## src/sv/gnt_pkg.sv

```systemverilog
`timescale 1ns / 1ps
package gnt_pkg;

   typedef enum logic [2:0] {
      MODE_ADD    = 3'd0,
      MODE_DELETE = 3'd1,
      MODE_CLEAR  = 3'd2,
      MODE_GREEDY = 3'd3,
      MODE_PERIM  = 3'd4,
      MODE_MEMBER = 3'd5
   } mode_type;

   localparam int ATAN_STEPS = 32;

   // atan(2^-i) in 2^-32 turn units
   function automatic logic [31:0] atan_turn(input logic [4:0] i);
      logic [31:0] r;
      begin
         unique case (i)
            5'd0: r = 32'd536870912;   5'd1: r = 32'd316933406;
            5'd2: r = 32'd167458907;   5'd3: r = 32'd85004756;
            5'd4: r = 32'd42667331;    5'd5: r = 32'd21354465;
            5'd6: r = 32'd10679838;    5'd7: r = 32'd5340245;
            5'd8: r = 32'd2670163;     5'd9: r = 32'd1335087;
            5'd10: r = 32'd667544;     5'd11: r = 32'd333772;
            5'd12: r = 32'd166886;     5'd13: r = 32'd83443;
            5'd14: r = 32'd41722;      5'd15: r = 32'd20861;
            5'd16: r = 32'd10430;      5'd17: r = 32'd5215;
            5'd18: r = 32'd2608;       5'd19: r = 32'd1304;
            5'd20: r = 32'd652;        5'd21: r = 32'd326;
            5'd22: r = 32'd163;        5'd23: r = 32'd81;
            5'd24: r = 32'd41;         5'd25: r = 32'd20;
            5'd26: r = 32'd10;         5'd27: r = 32'd5;
            5'd28: r = 32'd3;          5'd29: r = 32'd1;
            5'd30: r = 32'd1;          default: r = 32'd0;
         endcase
         return r;
      end
   endfunction

   // commands from controller to datapath
   typedef struct packed {
      logic load;       // capture request word
      logic scan_first; // first entry of a scan
      logic scan_step;  // evaluate current entry
      logic sq_step;    // one square accumulate step
      logic cor_init;   // load cordic from vector
      logic cor_step;   // one micro-rotation
      logic ref_save;   // keep cordic result as reference direction
      logic write_add;  // commit add
      logic finish;     // drive result word
   } gnt_cmd_type;

   typedef struct packed {
      logic last_entry;
      logic cor_done;
   } gnt_sts_type;

endpackage

```

## src/sv/gnt_ctrl.sv

```systemverilog
`timescale 1ns / 1ps
module gnt_ctrl
   import gnt_pkg::*;
#(
   parameter int TABLE_DEPTH = 16
) (
   input  logic        clock,
   input  logic        reset,
   input  logic        start,
   input  logic [2:0]  req_mode,
   input  gnt_sts_type sts,
   output logic        busy,
   output gnt_cmd_type cmd
);

   typedef enum logic [3:0] {
      ST_IDLE, ST_DECIDE, ST_SIMPLE, ST_REFINIT, ST_REFROT,
      ST_ENTRY, ST_SQ, ST_NINIT, ST_NROT, ST_EVAL, ST_DONE
   } state_type;

   state_type  state_ff, state_in;
   logic [2:0] mode_ff, mode_in;
   logic [1:0] sq_ff, sq_in;
   logic       first_ff, first_in;

   always_comb begin
      state_in = state_ff;
      mode_in  = mode_ff;
      sq_in    = sq_ff;
      first_in = first_ff;
      cmd      = '0;
      unique case (state_ff)
         ST_IDLE: begin
            if (start) begin
               cmd.load = 1'b1;
               mode_in  = req_mode;
               state_in = ST_DECIDE;
            end
         end
         ST_DECIDE: begin
            first_in = 1'b1;
            sq_in    = 2'd0;
            if (mode_ff == MODE_PERIM) state_in = ST_REFINIT;
            else if (mode_ff == MODE_GREEDY) state_in = ST_SQ;
            else state_in = ST_SIMPLE;
         end
         ST_SIMPLE: begin
            cmd.write_add = (mode_ff == MODE_ADD);
            state_in = ST_DONE;
         end
         ST_REFINIT: begin
            cmd.cor_init = 1'b1;
            state_in = ST_REFROT;
         end
         ST_REFROT: begin
            cmd.cor_step = 1'b1;
            if (sts.cor_done) state_in = ST_ENTRY;
         end
         ST_ENTRY: begin
            sq_in = 2'd0;
            // last reference rotation has settled by now
            cmd.ref_save = first_ff && (mode_ff == MODE_PERIM);
            if (mode_ff == MODE_PERIM) state_in = ST_NINIT;
            else state_in = ST_SQ;
         end
         ST_SQ: begin
            cmd.sq_step = 1'b1;
            sq_in = sq_ff + 2'd1;
            if (sq_ff == 2'd2) state_in = ST_EVAL;
         end
         ST_NINIT: begin
            cmd.cor_init = 1'b1;
            state_in = ST_NROT;
         end
         ST_NROT: begin
            cmd.cor_step = 1'b1;
            if (sts.cor_done) state_in = ST_EVAL;
         end
         ST_EVAL: begin
            // first pass on greedy computes own distance only
            cmd.scan_first = first_ff;
            cmd.scan_step  = !(first_ff && mode_ff == MODE_GREEDY);
            if (first_ff && mode_ff == MODE_GREEDY) begin
               first_in = 1'b0;
               cmd.scan_first = 1'b1;
               state_in = ST_ENTRY;
            end else begin
               first_in = 1'b0;
               if (sts.last_entry) state_in = ST_DONE;
               else state_in = ST_ENTRY;
            end
         end
         ST_DONE: begin
            cmd.finish = 1'b1;
            state_in = ST_IDLE;
         end
         default: state_in = ST_IDLE;
      endcase
   end

   always_ff @(posedge clock) begin
      if (reset) begin
         state_ff <= ST_IDLE;
         mode_ff  <= '0;
         sq_ff    <= '0;
         first_ff <= 1'b0;
      end else begin
         state_ff <= state_in;
         mode_ff  <= mode_in;
         sq_ff    <= sq_in;
         first_ff <= first_in;
      end
   end

   assign busy = (state_ff != ST_IDLE);

   a_idle_load: assert property (@(posedge clock) disable iff (reset)
      cmd.load |-> !busy) else $error("load while busy");
   a_finish_busy: assert property (@(posedge clock) disable iff (reset)
      cmd.finish |=> !busy) else $error("still busy after finish");
   a_load_busy: assert property (@(posedge clock) disable iff (reset)
      cmd.load |=> busy) else $error("not busy after load");

endmodule

```

## config.mk

```make
export PLATFORM = sky130hd
export DESIGN_NAME = gnt_ctrl
export DESIGN_NICKNAME = d
export VERILOG_FILES = /design/src/sv/gnt_pkg.sv /design/src/sv/gnt_ctrl.sv
export SDC_FILE = /design/constraint.sdc
export NUM_CORES = 1
export LEC_CHECK = 0
export BUFFER_PORTS_ARGS = -buffer_cell sky130_fd_sc_hd__buf_2
export CAP_MARGIN = 15
export CELL_PAD_IN_SITES_DETAIL_PLACEMENT = 0
export CELL_PAD_IN_SITES_GLOBAL_PLACEMENT = 1
export CORE_MARGIN = 5
export CORE_UTILIZATION = 36
export CTS_CLUSTER_DIAMETER = 50
export DETAILED_ROUTE_END_ITERATION = 8
export GPL_TIMING_DRIVEN = 0
export PLACE_DENSITY_LB_ADDON = 0.1
export SLEW_MARGIN = 15
export SYNTH_ARGS = -nofsm -noshare
export SYNTH_HDL_FRONTEND = slang
export SYNTH_SLANG_ARGS = --single-unit
```

## constraint.sdc

```tcl
create_clock -name clock -period 1.8 [get_ports clock]
set_input_delay 0.18 -clock clock [delete_from_list [all_inputs] [get_ports clock]]
set_output_delay 0.18 -clock clock [all_outputs]
set_load 0.005 [all_outputs]
```

After elaboration in Yosys (flattened, before gate mapping):

Cells that the tools add are included.

* bits of input ports: 8
* word-level logic and storage cells: 57
* flip-flop bits (word level): 10

* reductions and logical operators: 13
* equality and inequality tests: 17
* mux-type cells: 22
* $add $sub $neg: 1

Operators with widths (number)
* $pmux 4 s10: 1
* $mux 4: 7
* $eq 4x3->1 const B: 4
* $eq 4x4->1 const B: 3
* $mux 1: 10
* $eq 4x2->1 const B: 2
* $ne 2x2->1 const B: 4
* $reduce_or 2->1: 3
* $eq 4x1->1 const B: 1
* $logic_not 4->1: 1
* $pmux 2 s2: 1
* $reduce_and 4->1: 1
* $reduce_bool 2->1: 2
* $reduce_bool 4->1: 1
* $eq 3x2->1 const B: 1
* $eq 3x3->1 const B: 1
* $logic_not 3->1: 1
* $mux 3: 1
* $add 2x1->2 const B: 1
* $eq 2x2->1 const B: 1
* $logic_and 1x1->1: 2
* $mux 2: 1
* $pmux 1 s2: 1
* $reduce_and 2->1: 1
* $logic_not 1->1: 1

Depth between registers and ports, before layout:

* depth after elaboration: 4
* depth in mapped cells: 6
* depth with buffers taken out: 6

Least setup slack after synthesis:

Ideal clock, no wire load.

* path type: register to register
* start point: register sq_ff[0]
* end point: register state_ff[3]
* stages on the path, launching flop included: 7
* setup time: 0.132 ns
* data required time: 1.668 ns
* period minus slack after synthesis: 1.248 ns
* buffers on the path: 0
* arrival time: 1.116 ns
* slack: 0.552 ns
* cells stage by stage: dfxtp_1 inv_1 ha_1 and3b_1 o21ai_1 a32oi_1 a211oi_2

* longest elaborated chain between the ends: 3

RTL lines
* from (decl): RTL line gnt_ctrl.sv:23 `logic [1:0] sq_ff, sq_in;`
* from (signal assigned): RTL line gnt_ctrl.sv:110 `sq_ff <= sq_in;`
* $eq 2x2->1: RTL line gnt_ctrl.sv:69 `if (sq_ff == 2'd2) state_in = ST_EVAL;`
* $ne 2x2->1 (no line)
* $reduce_and 4->1 (no line)
* to (signal assigned): RTL line gnt_ctrl.sv:108 `state_ff <= state_in;`
* to (decl): RTL line gnt_ctrl.sv:21 `state_type state_ff, state_in;`

No other way between the ends.
A chain may end at the register's enable or synchronous reset.

==> results.json <==
{
  "max_slew_margin_pct": 67.9,
  "async_flop_share_pct": 0,
  "ctsHoldBuffers": 0,
  "synthesis.nets": 103,
  "seq_area_frac_synth_pct": 28.1,
  "outcome": "completed",
  "rows": 16,
  "worstSetupStartpointType": "flip-flop",
  "crit-reg2reg-launch": "state_ff[2]$_SDFFE_PP0P_",
  "clock.fmax_ghz": 0.594,
  "ys.flop_type": "dfxtp_1",
  "drtAntennaViolNets": 0,
  "synth_top_family_by_area": "simple AND/OR/NAND/NOR gates",
  "numCtsBuffers": 3,
  "tritoncts": "done",
  "rsz0062_at_grt": "false",
  "start_util_pct": 37.0,
  "cts_resized": 0,
  "synth_mux_area_share_pct": 5.80,
  "cts_sinks": 10,
  "syn_inst": 94,
  "clock_skew_ns": 0.00564,
  "clk_latency_ns": 0.27,
  "crit_arrival_ns": 1.50,
  "drc_errors": 0,
  "postCtsSetupRepairBufs": 0,
  "core-area_um2": 1920,
  "crit_path_end_kind": "primary output",
  "wl_um": 1930,
  "first_iter_violations": 16,
  "syn_area_per_cell_um2": 7.57,
  "synth-edff-count": 0,
  "reg2reg_depth": 5,
  "clk_pin_slew_ns": 0.08,
  "first_pass_iters": 4,
  "synth_simple_gate_area_share_pct": 35.3,
  "worst_slack_ns": 0.117,
  "final_cells": 141,
  "synth_warnings": 0,
  "grt_start_max_net_pins": 11,
  "critPathCapture": "cmd[1]",
  "cts_buffer_depth": 2,
  "dp.cells": 137,
  "h-tree-depth": 1,
  "synthAdderAreaFrac_pct": 1.76,
  "ys_ff_latch": 10,
  "ys_top_cells_by_area": "dfxtp_1 28%, nor2_1 6.9%, mux2i_1 4.2%",
  "nNetsFinal": 124,
  "drive_gt1_share_pct": 27.2,
  "die_h_um": 54.5,
  "yosys.area_share.xor_xnor_pct": 1.23,
  "via_per_inst": 5.17,
  "synth_top_cell_by_area": "dfxtp_1",
  "fill_cells": 216,
  "setup_tns_ns": 0,
  "timing.final.crit_share_pct": 93.5,
  "crit_path_max_fanout": 10,
  "synth_compound_area_share_pct": 21.1,
  "root_buffer": "clkbuf_4",
  "synth_top_cell_area_share_pct": 28.1,
  "portBuffers": 16,
  "setup-violations-final": 0,
  "power.density_nw_per_um2": 1460,
  "path_class": "reg -> out",
  "worst_pin_slew_ns": 0.482,
  "grt_pass1_wl_um": 3200,
  "vdd_ir_drop_max_uv": 633,
  "die_w_um": 54.5,
  "p_leak_nw": 0.375,
  "vias": 729,
  "synthDistinctLibCells": 42,
  "gp_congestion": 0.742,
  "pre_cts_slack_ns": 0.404,
  "dp_hpwl_um": 1450,
  "synth_common_cells": "13 x nor2_1, 10 x dfxtp_1, 7 x nand2_1",
  "io_pins": 18,
  "synthMostInstantiatedCell": "nor2_1",
  "fin_crit_ns": 1.68,
  "wl_per_cell_um": 13.7,
  "synthToLayoutAreaGrowth_pct": 21.1,
  "die-area_um2": 2970,
  "drv_cap": 0,
  "grt_usage_pct": 14.9,
  "crit_required_ns": 1.62,
  "grt-ovfl-total": 0,
  "antenna_found_initial": 0,
  "slew_viol_final": 0,
  "syn-cell-area_um2": 712,
  "design_area_um2": 862,
  "reg2reg_to": "mode_ff[2]$_SDFFE_PP0P_",
  "finalHoldViolations": 0,
  "grt_pass1_vias": 697,
  "regToRegSetupSlack_ns": 0.41,
  "placed_area_um2": 826,
  "insertedDiodeCount": 0,
  "critPathLaunch": "state_ff[3]$_SDFFE_PP0P_",
  "hold_path_class": "in -> reg"
}
==> sequential cells by signal, summed over array words and instances, names as in the netlist <==
register	flops
first_ff	1
state_ff	4
mode_ff	3
sq_ff	2
==> placed cells by master, fill, tap and decap left out, types with 2 or more instances in the layout <==
| cell | synthesis | routed |
|---|---|---|
| a211oi_1 | 2 | 2 |
| a21oi_1 | 5 | 5 |
| a31oi_1 | 2 | 2 |
| and2_1 | 2 | 2 |
| buf_2 | 5 | 21 |
| clkbuf_4 | 0 | 3 |
| dfxtp_1 | 10 | 10 |
| inv_1 | 2 | 2 |
| mux2i_1 | 3 | 3 |
| nand2_1 | 7 | 7 |
| nand2b_1 | 2 | 2 |
| nand3_1 | 3 | 3 |
| nor2_1 | 13 | 13 |
| nor2b_1 | 2 | 2 |
| nor3_1 | 3 | 3 |
| o21ai_1 | 6 | 6 |
==> cell families after synthesis <==
logic type	Yosys count
and+or+nand+nor	45
adders and majority gates	1
AOI/OAI and AO/OA	23
xor gates and xnor gates	1
buffers and inverters	10
muxes	4
DFF	10
==> area by class of cell <==
| cell class | instances | area (um^2) | share of cell area (%) |
|---|---|---|---|
| Sequential cell | 10 | 200 | 23.2 |
| Multi-Input combinational cell | 74 | 464 | 53.8 |
| Clock buffer | 4 | 36.3 | 4.21 |
| Inverter | 3 | 11.3 | 1.31 |
| Tap cell | 27 | 33.8 | 3.92 |
| Timing Repair Buffer | 16 | 80.1 | 9.29 |
| Buffer | 7 | 36.3 | 4.21 |
==> worst min-delay path by stage <==
| stage | start | end | slack [ns] | cells past startpoint |
|---|---|---|---|---|
| 2_1_floorplan | req_mode[0] | mode_ff[0]$_SDFFE_PP0P_ | 0.32 | 2 |
| 3_3_place_gp | req_mode[0] | mode_ff[0]$_SDFFE_PP0P_ | 0.41 | 3 |
| 3_5_place_dp | req_mode[0] | mode_ff[0]$_SDFFE_PP0P_ | 0.42 | 3 |
| 4_1_cts | req_mode[0] | mode_ff[0]$_SDFFE_PP0P_ | 0.15 | 3 |
| 5_1_grt | req_mode[0] | mode_ff[0]$_SDFFE_PP0P_ | 0.15 | 3 |
| 6_report | req_mode[0] | mode_ff[0]$_SDFFE_PP0P_ | 0.15 | 3 |
==> critical path, cell delays in order (launching register included) <==
cell	delay, ns
dfxtp_1	0.30
buf_2	0.16
buf_2	0.19
nor2_1	0.17
nand2_1	0.11
nor4_1	0.16
buf_2	0.15
==> through the flow <==
stage | util [%] | hold WS [ns] | total power [mW]
after global placement | 43.0 | 0.409 | 1.05
after floorplan | - | 0.324 | 0.856
final | 44.9 | 0.149 | 1.26
after detailed placement | 43.0 | 0.422 | 1.06
after global routing | 44.9 | 0.150 | 1.37
after CTS | 44.9 | 0.148 | 1.27
==> layer usage <==
metal,part of all wire (%),wire length (um),vias up,track usage [%]
met4,0.67,13,0,4.98
li1,-,-,381,-
met3,2.5,49,2,1.91
met2,46,890,10,24.5
met1,51,975,336,20.1
met5,0,0,-,0
==> power by group <==
| part | leakage, nW | switching [mW] | total (mW) | internal, mW |
|---|---|---|---|---|
| sequential | 0.0818 | 0.0597 | 0.341 | 0.281 |
| combinational | 0.272 | 0.420 | 0.711 | 0.291 |
| clock | 0.0210 | 0.0847 | 0.207 | 0.123 |
(Power assumes the default switching activity.)
